<file path="src/rtl/sha_pkg.sv">
package sha_pkg;

	typedef struct packed {
		logic       cmd;
		logic [7:0] data_byte;
	} req_t;

	typedef struct packed {
		logic [31:0] digest_word;
		logic [2:0]  word_index;
		logic        last_word;
	} rsp_t;

	localparam logic CMD_DATA   = 1'b0;
	localparam logic CMD_FINISH = 1'b1;

	typedef enum logic [2:0] {
		ST_IDLE,
		ST_PAD,
		ST_LEN,
		ST_COMP,
		ST_EMIT
	} state_t;

	localparam logic [7:0] PAD_BYTE = 8'h80;
	localparam logic [5:0] LEN_POS  = 6'd56;

	localparam logic [31:0] INIT_H [8] = '{
		32'h6A09E667, 32'hBB67AE85, 32'h3C6EF372, 32'hA54FF53A,
		32'h510E527F, 32'h9B05688C, 32'h1F83D9AB, 32'h5BE0CD19
	};

	localparam logic [31:0] ROUND_K [64] = '{
		32'h428a2f98, 32'h71374491, 32'hb5c0fbcf, 32'he9b5dba5,
		32'h3956c25b, 32'h59f111f1, 32'h923f82a4, 32'hab1c5ed5,
		32'hd807aa98, 32'h12835b01, 32'h243185be, 32'h550c7dc3,
		32'h72be5d74, 32'h80deb1fe, 32'h9bdc06a7, 32'hc19bf174,
		32'he49b69c1, 32'hefbe4786, 32'h0fc19dc6, 32'h240ca1cc,
		32'h2de92c6f, 32'h4a7484aa, 32'h5cb0a9dc, 32'h76f988da,
		32'h983e5152, 32'ha831c66d, 32'hb00327c8, 32'hbf597fc7,
		32'hc6e00bf3, 32'hd5a79147, 32'h06ca6351, 32'h14292967,
		32'h27b70a85, 32'h2e1b2138, 32'h4d2c6dfc, 32'h53380d13,
		32'h650a7354, 32'h766a0abb, 32'h81c2c92e, 32'h92722c85,
		32'ha2bfe8a1, 32'ha81a664b, 32'hc24b8b70, 32'hc76c51a3,
		32'hd192e819, 32'hd6990624, 32'hf40e3585, 32'h106aa070,
		32'h19a4c116, 32'h1e376c08, 32'h2748774c, 32'h34b0bcb5,
		32'h391c0cb3, 32'h4ed8aa4a, 32'h5b9cca4f, 32'h682e6ff3,
		32'h748f82ee, 32'h78a5636f, 32'h84c87814, 32'h8cc70208,
		32'h90befffa, 32'ha4506ceb, 32'hbef9a3f7, 32'hc67178f2
	};

	function automatic logic [31:0] rotr(input logic [31:0] x, input int n);
		rotr = (x >> n) | (x << (32 - n));
	endfunction

endpackage

</file>
<file path="src/rtl/sha_req_if.sv">
interface sha_req_if;
	logic          valid;
	logic          ready;
	sha_pkg::req_t payload;
	modport source (output valid, output payload, input ready);
	modport sink (input valid, input payload, output ready);
endinterface

</file>
<file path="src/rtl/sha_rsp_if.sv">
interface sha_rsp_if;
	logic          valid;
	logic          ready;
	sha_pkg::rsp_t payload;
	modport source (output valid, output payload, input ready);
	modport sink (input valid, input payload, output ready);
endinterface

</file>
<file path="src/rtl/sha_queue.sv">
// Two-entry request queue between front and back.
module sha_queue (
	input  logic          clk,
	input  logic          arst_n,
	input  logic          push,
	input  sha_pkg::req_t push_data,
	output logic          full,
	input  logic          pop,
	output logic          empty,
	output sha_pkg::req_t pop_data
);
	sha_pkg::req_t mem_q [2];
	logic          wptr_q;
	logic          rptr_q;
	logic [1:0]    cnt_q;

	assign full     = (cnt_q == 2'd2);
	assign empty    = (cnt_q == 2'd0);
	assign pop_data = mem_q[rptr_q];

	always_ff @(posedge clk) begin
		if (push) begin
			mem_q[wptr_q] <= push_data;
		end
	end

	always_ff @(posedge clk or negedge arst_n) begin
		if (!arst_n) begin
			wptr_q <= 1'b0;
			rptr_q <= 1'b0;
			cnt_q  <= 2'd0;
		end else begin
			if (push) begin
				wptr_q <= ~wptr_q;
			end
			if (pop) begin
				rptr_q <= ~rptr_q;
			end
			cnt_q <= cnt_q + {1'b0, push} - {1'b0, pop};
		end
	end
endmodule

</file>
<file path="src/rtl/sha_core.sv">
// Compression core: one round per cycle, 16-word sliding schedule.
module sha_core (
	input  logic        clk,
	input  logic        arst_n,
	input  logic        start,
	input  logic [31:0] blk [16],
	input  logic        reinit,
	output logic        busy,
	output logic [31:0] hash [8]
);
	logic [31:0] h_q [8];
	logic [31:0] v_q [8];
	logic [31:0] w_q [16];
	logic [5:0]  rnd_q;
	logic        busy_q;
	logic        fold_q;
	logic [31:0] t1;
	logic [31:0] t2;
	logic [31:0] s0;
	logic [31:0] s1;
	logic [31:0] wn;

	assign busy = busy_q | fold_q;
	assign hash = h_q;

	always_comb begin
		t1 = v_q[7] + (sha_pkg::rotr(v_q[4], 6) ^ sha_pkg::rotr(v_q[4], 11)
			^ sha_pkg::rotr(v_q[4], 25)) + ((v_q[4] & v_q[5]) ^ (~v_q[4] & v_q[6]))
			+ sha_pkg::ROUND_K[rnd_q] + w_q[0];
		t2 = (sha_pkg::rotr(v_q[0], 2) ^ sha_pkg::rotr(v_q[0], 13)
			^ sha_pkg::rotr(v_q[0], 22))
			+ ((v_q[0] & v_q[1]) ^ (v_q[0] & v_q[2]) ^ (v_q[1] & v_q[2]));
		s0 = sha_pkg::rotr(w_q[1], 7) ^ sha_pkg::rotr(w_q[1], 18) ^ (w_q[1] >> 3);
		s1 = sha_pkg::rotr(w_q[14], 17) ^ sha_pkg::rotr(w_q[14], 19) ^ (w_q[14] >> 10);
		wn = w_q[0] + s0 + w_q[9] + s1;
	end

	always_ff @(posedge clk) begin
		if (start) begin
			v_q <= h_q;
			w_q <= blk;
		end else if (busy_q) begin
			v_q[7] <= v_q[6];
			v_q[6] <= v_q[5];
			v_q[5] <= v_q[4];
			v_q[4] <= v_q[3] + t1;
			v_q[3] <= v_q[2];
			v_q[2] <= v_q[1];
			v_q[1] <= v_q[0];
			v_q[0] <= t1 + t2;
			for (int i = 0; i < 15; i++) begin
				w_q[i] <= w_q[i + 1];
			end
			w_q[15] <= wn;
		end
	end

	always_ff @(posedge clk or negedge arst_n) begin
		if (!arst_n) begin
			h_q    <= sha_pkg::INIT_H;
			rnd_q  <= 6'd0;
			busy_q <= 1'b0;
			fold_q <= 1'b0;
		end else begin
			fold_q <= 1'b0;
			if (reinit) begin
				h_q <= sha_pkg::INIT_H;
			end else if (fold_q) begin
				for (int i = 0; i < 8; i++) begin
					h_q[i] <= h_q[i] + v_q[i];
				end
			end
			if (start) begin
				busy_q <= 1'b1;
				rnd_q  <= 6'd0;
			end else if (busy_q) begin
				rnd_q <= rnd_q + 6'd1;
				if (rnd_q == 6'd63) begin
					busy_q <= 1'b0;
					fold_q <= 1'b1;
				end
			end
		end
	end
endmodule

</file>
<file path="src/rtl/sha_back.sv">
// Back end: block assembly, padding sequencer and digest output.
module sha_back (
	input  logic          clk,
	input  logic          arst_n,
	input  logic          q_empty,
	input  sha_pkg::req_t q_data,
	output logic          q_pop,
	sha_rsp_if.source     rsp
);
	sha_pkg::state_t st_q;
	sha_pkg::state_t st_d;
	logic [7:0]      blk_q [64];
	logic [63:0]     cnt_q;
	logic [5:0]      pos_q;
	logic [2:0]      li_q;
	logic [2:0]      oi_q;
	logic            fin_q;
	logic            core_start;
	logic            core_busy;
	logic            reinit;
	logic [31:0]     hash [8];
	logic [31:0]     blkw [16];
	logic            wr_en;
	logic [7:0]      wr_byte;
	logic            take;

	always_comb begin
		for (int i = 0; i < 16; i++) begin
			blkw[i] = {blk_q[4 * i], blk_q[4 * i + 1], blk_q[4 * i + 2], blk_q[4 * i + 3]};
		end
	end

	sha_core u_core (
		.clk    (clk),
		.arst_n (arst_n),
		.start  (core_start),
		.blk    (blkw),
		.reinit (reinit),
		.busy   (core_busy),
		.hash   (hash)
	);

	// next state
	always_comb begin
		st_d = st_q;
		unique case (st_q)
			sha_pkg::ST_IDLE: begin
				if (take) begin
					if (q_data.cmd == sha_pkg::CMD_FINISH) begin
						if (pos_q == 6'd63) begin
							st_d = sha_pkg::ST_COMP;
						end else if (pos_q == 6'd55) begin
							// pad byte lands just before the length field
							st_d = sha_pkg::ST_LEN;
						end else begin
							st_d = sha_pkg::ST_PAD;
						end
					end else if (pos_q == 6'd63) begin
						st_d = sha_pkg::ST_COMP;
					end
				end
			end
			sha_pkg::ST_PAD: begin
				if (pos_q == 6'd63) begin
					st_d = sha_pkg::ST_COMP;
				end else if (pos_q == 6'd55) begin
					st_d = sha_pkg::ST_LEN;
				end
			end
			sha_pkg::ST_LEN: begin
				if (pos_q == 6'd63) begin
					st_d = sha_pkg::ST_COMP;
				end
			end
			sha_pkg::ST_COMP: begin
				if (!core_start && !core_busy) begin
					if (!fin_q) begin
						st_d = sha_pkg::ST_IDLE;
					end else if (li_q == 3'd7) begin
						st_d = sha_pkg::ST_EMIT;
					end else if (pos_q == sha_pkg::LEN_POS) begin
						st_d = sha_pkg::ST_LEN;
					end else begin
						st_d = sha_pkg::ST_PAD;
					end
				end
			end
			sha_pkg::ST_EMIT: begin
				if (rsp.ready && oi_q == 3'd7) begin
					st_d = sha_pkg::ST_IDLE;
				end
			end
			default: st_d = sha_pkg::ST_IDLE;
		endcase
	end

	// outputs
	always_comb begin
		take    = 1'b0;
		wr_en   = 1'b0;
		wr_byte = 8'h00;
		q_pop   = 1'b0;
		unique case (st_q)
			sha_pkg::ST_IDLE: begin
				take  = !q_empty;
				q_pop = !q_empty;
				wr_en = take;
				wr_byte = (q_data.cmd == sha_pkg::CMD_FINISH) ? sha_pkg::PAD_BYTE
					: q_data.data_byte;
			end
			sha_pkg::ST_PAD: begin
				wr_en   = 1'b1;
				wr_byte = 8'h00;
			end
			sha_pkg::ST_LEN: begin
				wr_en   = 1'b1;
				wr_byte = cnt_q[8 * (7 - li_q) +: 8];
			end
			default: begin
			end
		endcase
	end

	assign rsp.valid               = (st_q == sha_pkg::ST_EMIT);
	assign rsp.payload.digest_word = hash[oi_q];
	assign rsp.payload.word_index  = oi_q;
	assign rsp.payload.last_word   = (oi_q == 3'd7);
	assign reinit = (st_q == sha_pkg::ST_EMIT) && rsp.ready && (oi_q == 3'd7);

	// bytes always arrive in block order, so shift them in; byte 0 ends at the head
	always_ff @(posedge clk) begin
		if (wr_en) begin
			for (int i = 0; i < 63; i++) begin
				blk_q[i] <= blk_q[i + 1];
			end
			blk_q[63] <= wr_byte;
		end
	end

	always_ff @(posedge clk or negedge arst_n) begin
		if (!arst_n) begin
			st_q       <= sha_pkg::ST_IDLE;
			cnt_q      <= 64'd0;
			pos_q      <= 6'd0;
			li_q       <= 3'd0;
			oi_q       <= 3'd0;
			fin_q      <= 1'b0;
			core_start <= 1'b0;
		end else begin
			st_q       <= st_d;
			core_start <= wr_en && (pos_q == 6'd63);
			if (wr_en) begin
				pos_q <= pos_q + 6'd1;
			end
			if (take) begin
				if (q_data.cmd == sha_pkg::CMD_FINISH) begin
					fin_q <= 1'b1;
					li_q  <= 3'd0;
				end else begin
					cnt_q <= cnt_q + 64'd8;
				end
			end
			// hold at the last length byte so the final block is recognized
			if (st_q == sha_pkg::ST_LEN && li_q != 3'd7) begin
				li_q <= li_q + 3'd1;
			end
			if (st_q == sha_pkg::ST_EMIT && rsp.ready) begin
				oi_q <= oi_q + 3'd1;
				if (oi_q == 3'd7) begin
					fin_q <= 1'b0;
					cnt_q <= 64'd0;
					pos_q <= 6'd0;
				end
			end
		end
	end
endmodule

</file>
<file path="src/rtl/sha256_message_hasher.sv">
// SHA-256 over a byte stream. Send requests with cmd=0 to append data_byte, and
// cmd=1 to pad the message and return the digest as eight 32-bit words, index 0
// first, last_word set on the eighth; the hasher then restarts for a new message.
// A two-entry queue decouples the request port from the back end. Each 64th
// byte starts a compression of 64 rounds at one round per cycle; the back end
// takes no bytes from the queue while a compression runs. Finish pads the
// message and runs one or two compressions before the digest words appear,
// one per cycle while the sink is ready.
module sha256_message_hasher (
	input logic       clk,
	input logic       arst_n,
	sha_req_if.sink   req,
	sha_rsp_if.source rsp
);
	logic          q_full;
	logic          q_empty;
	logic          q_pop;
	sha_pkg::req_t q_data;

	// front: accept whenever the queue has room
	assign req.ready = !q_full;

	sha_queue u_queue (
		.clk       (clk),
		.arst_n    (arst_n),
		.push      (req.valid && !q_full),
		.push_data (req.payload),
		.full      (q_full),
		.pop       (q_pop),
		.empty     (q_empty),
		.pop_data  (q_data)
	);

	sha_back u_back (
		.clk     (clk),
		.arst_n  (arst_n),
		.q_empty (q_empty),
		.q_data  (q_data),
		.q_pop   (q_pop),
		.rsp     (rsp)
	);
endmodule
</file>
<file path="src/flat_wrapper.sv">
// flat-port wrapper written by rule: the top's interface ports become plain ports
module sha256_message_hasher_flat 
  (clk, arst_n, req_valid, req_payload, req_ready, rsp_valid, rsp_payload, rsp_ready);
  sha_req_if req_i ();
  sha_rsp_if rsp_i ();
  input logic clk;
  input logic arst_n;
  input wire logic [$bits(req_i.valid)-1:0] req_valid;
  input wire logic [$bits(req_i.payload)-1:0] req_payload;
  output wire logic [$bits(req_i.ready)-1:0] req_ready;
  output wire logic [$bits(rsp_i.valid)-1:0] rsp_valid;
  output wire logic [$bits(rsp_i.payload)-1:0] rsp_payload;
  input wire logic [$bits(rsp_i.ready)-1:0] rsp_ready;
  assign req_i.valid = req_valid;
  assign req_i.payload = req_payload;
  assign req_ready = req_i.ready;
  assign rsp_valid = rsp_i.valid;
  assign rsp_payload = rsp_i.payload;
  assign rsp_i.ready = rsp_ready;
  sha256_message_hasher u_core (.clk(clk), .arst_n(arst_n), .req(req_i), .rsp(rsp_i));
endmodule
</file>
<file path="config.mk">
export PLATFORM = sky130hd
export DESIGN_NAME = sha256_message_hasher_flat
export DESIGN_NICKNAME = d
export VERILOG_FILES = /design/src/rtl/sha_pkg.sv /design/src/rtl/sha_req_if.sv /design/src/rtl/sha_rsp_if.sv /design/src/rtl/sha_queue.sv /design/src/rtl/sha_core.sv /design/src/rtl/sha_back.sv /design/src/rtl/sha256_message_hasher.sv /design/src/flat_wrapper.sv
export SDC_FILE = /design/constraint.sdc
export NUM_CORES = 2
export LEC_CHECK = 0
export BUFFER_PORTS_ARGS = -buffer_cell sky130_fd_sc_hd__buf_2
export CORE_ASPECT_RATIO = 1.2
export CORE_MARGIN = 10
export CORE_UTILIZATION = 40
export DETAILED_ROUTE_END_ITERATION = 8
export PLACE_DENSITY_LB_ADDON = 0.1
export SLEW_MARGIN = 15
export SYNTH_ARGS = -nofsm -noshare
export SYNTH_HDL_FRONTEND = slang
export SYNTH_HIERARCHICAL = 1
export SYNTH_SLANG_ARGS = --single-unit
</file>
<file path="constraint.sdc">
create_clock -name clk -period 54 [get_ports clk]
set_input_delay 8.1 -clock clk [delete_from_list [all_inputs] [get_ports clk]]
set_output_delay 8.1 -clock clk [all_outputs]
set_load 0.05 [all_outputs]
</file>
Yosys cells after proc, flatten, opt, wreduce, memory -nomap -nowiden

Memories as Yosys holds them, arrays and structs flattened.
Cells that the tools add are included.

Add/subtract/negate cells: 26
$lt $le $gt $ge: 2
Equality and inequality tests: 16
Shift operators: 1
Muxes and demuxes: 54
Bitwise operators: 32
Reduce and logical (&&, ||, !) cells: 20

Operators with widths:

| operator                                                        | count |
|---|---|
| 256-bit two-way mux                                             | 4 |
| 512-bit two-way mux                                             | 2 |
| 32-bit adder                                                    | 18 |
| 32-bit XOR                                                      | 9 |
| 64-bit two-way mux                                              | 4 |
| 32-bit AND                                                      | 5 |
| 32-bit two-way mux                                              | 4 |
| 32-bit binary-select mux with 3-bit select                      | 1 |
| 64-bit by 4-bit adder with 64-bit output, second input constant | 1 |
| 64-bit by 33-bit indexed part select with 8-bit output          | 1 |
| 3-bit two-way mux                                               | 12 |
| 32-bit inverter                                                 | 1 |
| 10-bit by 32-bit bitwise OR with 32-bit output                  | 1 |
| 13-bit by 32-bit bitwise OR with 32-bit output                  | 1 |
| 14-bit by 32-bit bitwise OR with 32-bit output                  | 1 |
| 15-bit by 32-bit bitwise OR with 32-bit output                  | 1 |
| 19-bit by 32-bit bitwise OR with 32-bit output                  | 1 |
| 21-bit by 32-bit bitwise OR with 32-bit output                  | 1 |
| 25-bit by 32-bit bitwise OR with 32-bit output                  | 1 |
| 26-bit by 32-bit bitwise OR with 32-bit output                  | 1 |
| 30-bit by 32-bit bitwise OR with 32-bit output                  | 1 |
| 7-bit by 32-bit bitwise OR with 32-bit output                   | 1 |
| 32-bit by 22-bit XOR with 32-bit output                         | 1 |
| 32-bit by 29-bit XOR with 32-bit output                         | 1 |
| 34 further kinds                                                | 77 |

Bits in registers: 1117
Memory bits (writable): 530
Bits in read-only memories: 2048
Word-level logic and storage cells: 199
Memories kept: 3

Memories:

| memory               | words | bits a word | rd ports | clocked after memory_dff | wr ports | line            | text |
|---|---|---|---|---|---|---|---|
| (no name shown)      | 64    | 32          | 1        | 0                        | 0        | sha_core.sv:29  | `+ sha_pkg::ROUND_K[rnd_q] + w_q[0];` |
| u_core.u_back.blk_q  | 64    | 8           | 64       | 0                        | 64       | sha_back.sv:12  | `logic [7:0] blk_q [64];` |
| u_core.u_queue.mem_q | 2     | 9           | 1        | 0                        | 1        | sha_queue.sv:12 | `sha_pkg::req_t mem_q [2];` |

Logic depth before layout (Yosys ltp)

Depth after elaboration: 10
Mapped depth: 38
Mapped depth without buffers: 37

Cells and area by module

Netlist, hierarchy kept.

By module, submodules not included:

| module                | instances | cells each | area an instance (µm²) | seq. area each (µm²) |
|---|---|---|---|---|
| sha_core              | 1         | 6352       | 69860.8                | 29838.6 |
| sha_back              | 1         | 1161       | 22180.0                | 17326.6 |
| sha_queue             | 1         | 43         | 883.3                  | 640.6 |
| sha256_message_hasher | 1         | 2          | 10.0                   | 0.0 |

Least setup slack after synthesis

No wires, ideal clock.

Kind: register -> register
Start point: register u_core.u_back.st_q[1]
End point: register u_core.u_back.pos_q[2]
Data arrival time: 27.610 ns
Data required time: 53.856 ns
Slack: 26.246 ns
Cell stages (with the launch flop): 7
Cell sequence: dfrtp_1 -> clkbuf_1 -> a21oi_1 -> a21boi_1 -> nand2_1 -> xnor2_1 -> nor2_1

Longest elaborated chain between the ends: 6
Elaborated cells between the ends (all ways): 10

Ends and longest elaborated chain:

| element                                                                                                                 | line            | text |
|---|---|---|
| start, declared                                                                                                         | sha_back.sv:10  | `sha_pkg::state_t st_q;` |
| start signal, assigned                                                                                                  | sha_back.sv:142 | `st_q <= sha_pkg::ST_IDLE;` |
| start signal, assigned                                                                                                  | sha_back.sv:150 | `st_q <= st_d;` |
| 3-bit by 2-bit equality test with 1-bit output / 3-bit by 1-bit equality test with 1-bit output (equally long branches) | sha_back.sv:103 | `unique case (st_q)` |
| 2-bit OR reduction (no source line)                                                                                     | n/a             |  |
| 1-bit case mux with 2 select lines                                                                                      | sha_back.sv:103 |  |
| 6-bit two-way mux                                                                                                       | sha_back.sv:152 | `if (wr_en) begin` |
| 6-bit two-way mux                                                                                                       | sha_back.sv:169 | `if (oi_q == 3'd7) begin` |
| 6-bit two-way mux *                                                                                                     | sha_back.sv:167 | `if (st_q == sha_pkg::ST_EMIT && rsp.ready) begin` |
| end signal, assigned                                                                                                    | sha_back.sv:153 | `pos_q <= pos_q + 6'd1;` |
| end, declared                                                                                                           | sha_back.sv:14  | `logic [5:0] pos_q;` |

Mark *: on every way between the ends. The rest lies on a longest branch, timed or not.
A chain may end at the register's enable or synchronous reset.

Final worst setup path

Start point: register u_core.u_back.oi_q[0]
End point: output port rsp_payload[15]

Longest elaborated chain between the ends: 4

Ends and longest elaborated chain:

| element                                                | line               | text |
|---|---|---|
| start, declared                                        | sha_back.sv:16     | `logic [2:0] oi_q;` |
| start signal, assigned                                 | sha_back.sv:168    | `oi_q <= oi_q + 3'd1;` |
| 3-bit inverter with 4-bit output (not written as such) | sha_back.sv:125    | `assign rsp.payload.digest_word = hash[oi_q];` |
| 32-bit binary-select mux with 3-bit select             | sha_back.sv:125    |  |
| 32-bit two-way mux (not written as such) (2 in a row)  | sha_back.sv:125    |  |
| end, declared                                          | flat_wrapper.sv:12 | `output wire logic [$bits(rsp_i.payload)-1:0] rsp_payload;` |

No other way between the ends. The select of a mux whose other input is x is not followed.

==> metrics <==
Worst setup EP type=output pin; Post-Syn Area=approximately 93000 sq um; CTS resizes=0; fin nets=just over 8000; Hold Crit Start=u_core/u_back/blk_q[0][251]; DPL Wire Length=between 150000 and 200000 um; post-synth top area cell=edfxtp_1; root buf cell=clkbuf_16; synthesized area per cell=between 10 and 15 sq um; I/O Pins=approximately 50; die height=around 550 um; crit-path max cell delay=roughly 870 ps; clock-pin slew on the worst setup and hold paths=approximately 60 ps; RSZ-0062 raised after global routing=false; ys async rst share=a little over a fifth; cell family with most CP delay=multiplexers; fin. max-slew vios=0; Finished Layout Cells=between 10000 and 15000; syn nets=between 8000 and 9000; max cap viols=0; largest net degree at the start of global routing=about 170; FMAX=84.1 MHz; RePlAce Congestion=just under 0.9; Min-Delay Endpoint=u_core/u_back/blk_q[0][243]; starting DRC count in detailed routing=4668; largest cells by area after synthesis=edfxtp_1 (42%), mux2_2 (8.6%), dfrtp_1 (5.7%), ha_1 (5.4%), fa_1 (4.2%); vias per inst=approximately 5.6; Setup violations, final=0; minimum clock period=11900 ps; RR Endpoint=u_core/u_back/u_core/v_q[255]; antenna-violating nets left=0; crit-path cells=buf_4 > mux4_2 > mux2_2 > buf_2; Critical Path RT=~46000 ps; Final Hold Slack=between 300 and 400 ps; Fillers=about 21000; Worst EP arrival=about 3800 ps; register bit count reported by yosys=~1600; r2r setup slk=~44000 ps; area share of the largest cell type after synthesis=approximately two fifths; Post-CTS Setup Bufs=0; critical path depth in cells=4; Vias=between 50000 and 60000; global-route wire length before repair=between 400000 and 500000 um; Placed Cells=approximately 10000; Layout area overhead=10.0%; RR Startpoint=u_core/u_back/u_core/rnd_q[0]; CTS tree=built; Final Hold Fails=0; vias in the first global route=just over 60000; buffers and inverters on the worst path=2; CTS Sinks=roughly 1600; Starting Density=between 40% and 50%; All-Layer GR Usage=about a fifth; status=finished, final reports clean; Worst Skew=96.6 ps; prevailing post-synth register cell=edfxtp_1; DRC viols=0; Slew @ Worst Pin=1240 ps; core area=231000 sq um; Clock Latency Late Sink=around 890 ps; Final Cycle Share=about 22%; fraction of layout cells with a size suffix above 1=18.3%; Post-synth EDFFs=1298; CP Class=reg -> out; post-DR wirelength/cell=~26 um; CTS buffer count=~190; hold path depth=0; pre-CTS setup slack=~42000 ps; Mapped Cells=approximately 7600; Worst Path Max Fanout=36; initial antenna violation count=3; DIE AREA=about 250000 sq um; R2R depth=36; Setup crit start kind=flop; Yosys cell types=108; iteration count of the initial detailed-routing pass=5; Die X=460 um; residual overflow from global routing=0; final setup margin=about 42000 ps; # H-tree levels=4; headroom to the max-slew limit=between 10% and 20%; hold buffers post-CTS=0; TNS Setup=0 ps; yosys warns=6; I/O Buffers=50; hold crit path type=reg -> reg; CTS Buffer Depth=4; post-synthesis sequential area ratio=about half; Cell Rows=slightly below 200; Worst path slowest cell=dfrtp_4; drt total wl=~270000 um
[kinds of logic (layout without fill, tap and decap cells)]
family / Yosys count / after routing / synth area share [%]
fa+ha+maj: 603 / 603 / 9.70
compound gates: 1604 / 1604 / 11.0
mux: 889 / 889 / 11.7
flops: 1644 / 1644 / 51.4
other cells: 0 / 2 / 0
xor+xnor: 606 / 606 / 5.73
buf+inv: 813 / 974 / 3.35
simple gates: 1399 / 1399 / 7.11
[how the worst max path moves through the flow]
stage | startpoint | end | slack (ps)
2_1_floorplan | u_core/u_back/st_q[1] | u_core/u_back/pos_q[2] | 26250
3_3_place_gp | rsp_ready | u_core/u_back/u_core/hash[24] | 42460
3_5_place_dp | rsp_ready | u_core/u_back/u_core/hash[126] | 42460
4_1_cts | u_core/u_back/oi_q[0] | rsp_payload[15] | 41940
5_1_grt | u_core/u_back/oi_q[0] | rsp_payload[15] | 41860
6_report | u_core/u_back/oi_q[0] | rsp_payload[15] | 42100
[area by class of cell]
class	count	area, sq um	share of cell area, %
flip-flops and latches	1644	47800	46.8
multi-input cells	5101	42000	41.1
clock buffers	236	5010	4.90
well taps	3022	3780	3.70
inverters	500	1890	1.85
repair buffers	136	981	0.959
clock inverters	102	721	0.705
diodes	2	5.00	0.00489
[synthesized netlist by cell type (all sizes together) (24+ instances only)]
cell type / count
edfxtp: 1298
mux2: 721
inv: 498
o21ai: 441
nand2: 421
nor2: 419
a21oi: 418
ha: 404
xnor2: 341
clkbuf: 268
xor2: 264
dfrtp: 210
a21o: 208
fa: 197
dfstp: 136
mux2i: 86
nor3: 85
mux4: 82
nand3: 81
nand2b: 68
nor2b: 57
nand4: 54
o21a: 54
a211o: 52
a31oi: 50
o21bai: 50
o31ai: 47
and3: 45
buf: 44
a211oi: 42
o211ai: 39
or3: 31
and2: 25
or2: 24
[routing by layer]
| layer | part of all wire, % | vias to the layer above | global-route usage [%] |
|---|---|---|---|
| met5 | 0 | - | 0 |
| met4 | 4.1 | 0 | 7.83 |
| met3 | 4.0 | 423 | 2.45 |
| met2 | 47 | 1388 | 34.9 |
| met1 | 45 | 30400 | 28.9 |
| li1 | - | 27700 | - |
[state kept, by name, summed over array words and instances (netlist names), 2 cells and up]
signal	count
u_core/u_back/blk_q	512
u_core/u_back/u_core/w_q	512
u_core/u_back/u_core/hash	256
u_core/u_back/u_core/v_q	256
u_core/u_back/cnt_q	61
u_core/u_queue/mem_q	18
u_core/u_back/pos_q	6
u_core/u_back/u_core/rnd_q	6
u_core/u_back/li_q	3
u_core/u_back/oi_q	3
u_core/u_back/st_q	3
u_core/u_queue/cnt_q	2
[metrics by stage]
stage / util, % / instance area, sq um
6_report: 44.3 / 102000
2_1_floorplan: - / 92900
3_5_place_dp: 41.8 / 96500
4_1_cts: 44.3 / 102000
5_1_grt: 44.3 / 102000
3_3_place_gp: 41.8 / 96500
[cell usage in the layout (no fill, tap or decap), types with 52 or more instances in the layout]
cell type / instances
a211o_1: 52
a21o_1: 206
a21oi_1: 418
buf_4: 80
clkbuf_16: 191
dfrtp_1: 203
dfstp_2: 136
edfxtp_1: 1298
fa_1: 197
ha_1: 404
inv_1: 495
mux2_2: 712
mux2i_1: 86
mux4_2: 81
nand2_1: 419
nand2b_1: 68
nand3_1: 81
nand4_1: 53
nor2_1: 417
nor2b_1: 57
nor3_1: 84
o21a_1: 54
o21ai_0: 424
xnor2_1: 341
xor2_1: 264
Power is not shown: default switching activity piles up to over one toggle a cycle in this logic, so the estimate is an artifact.
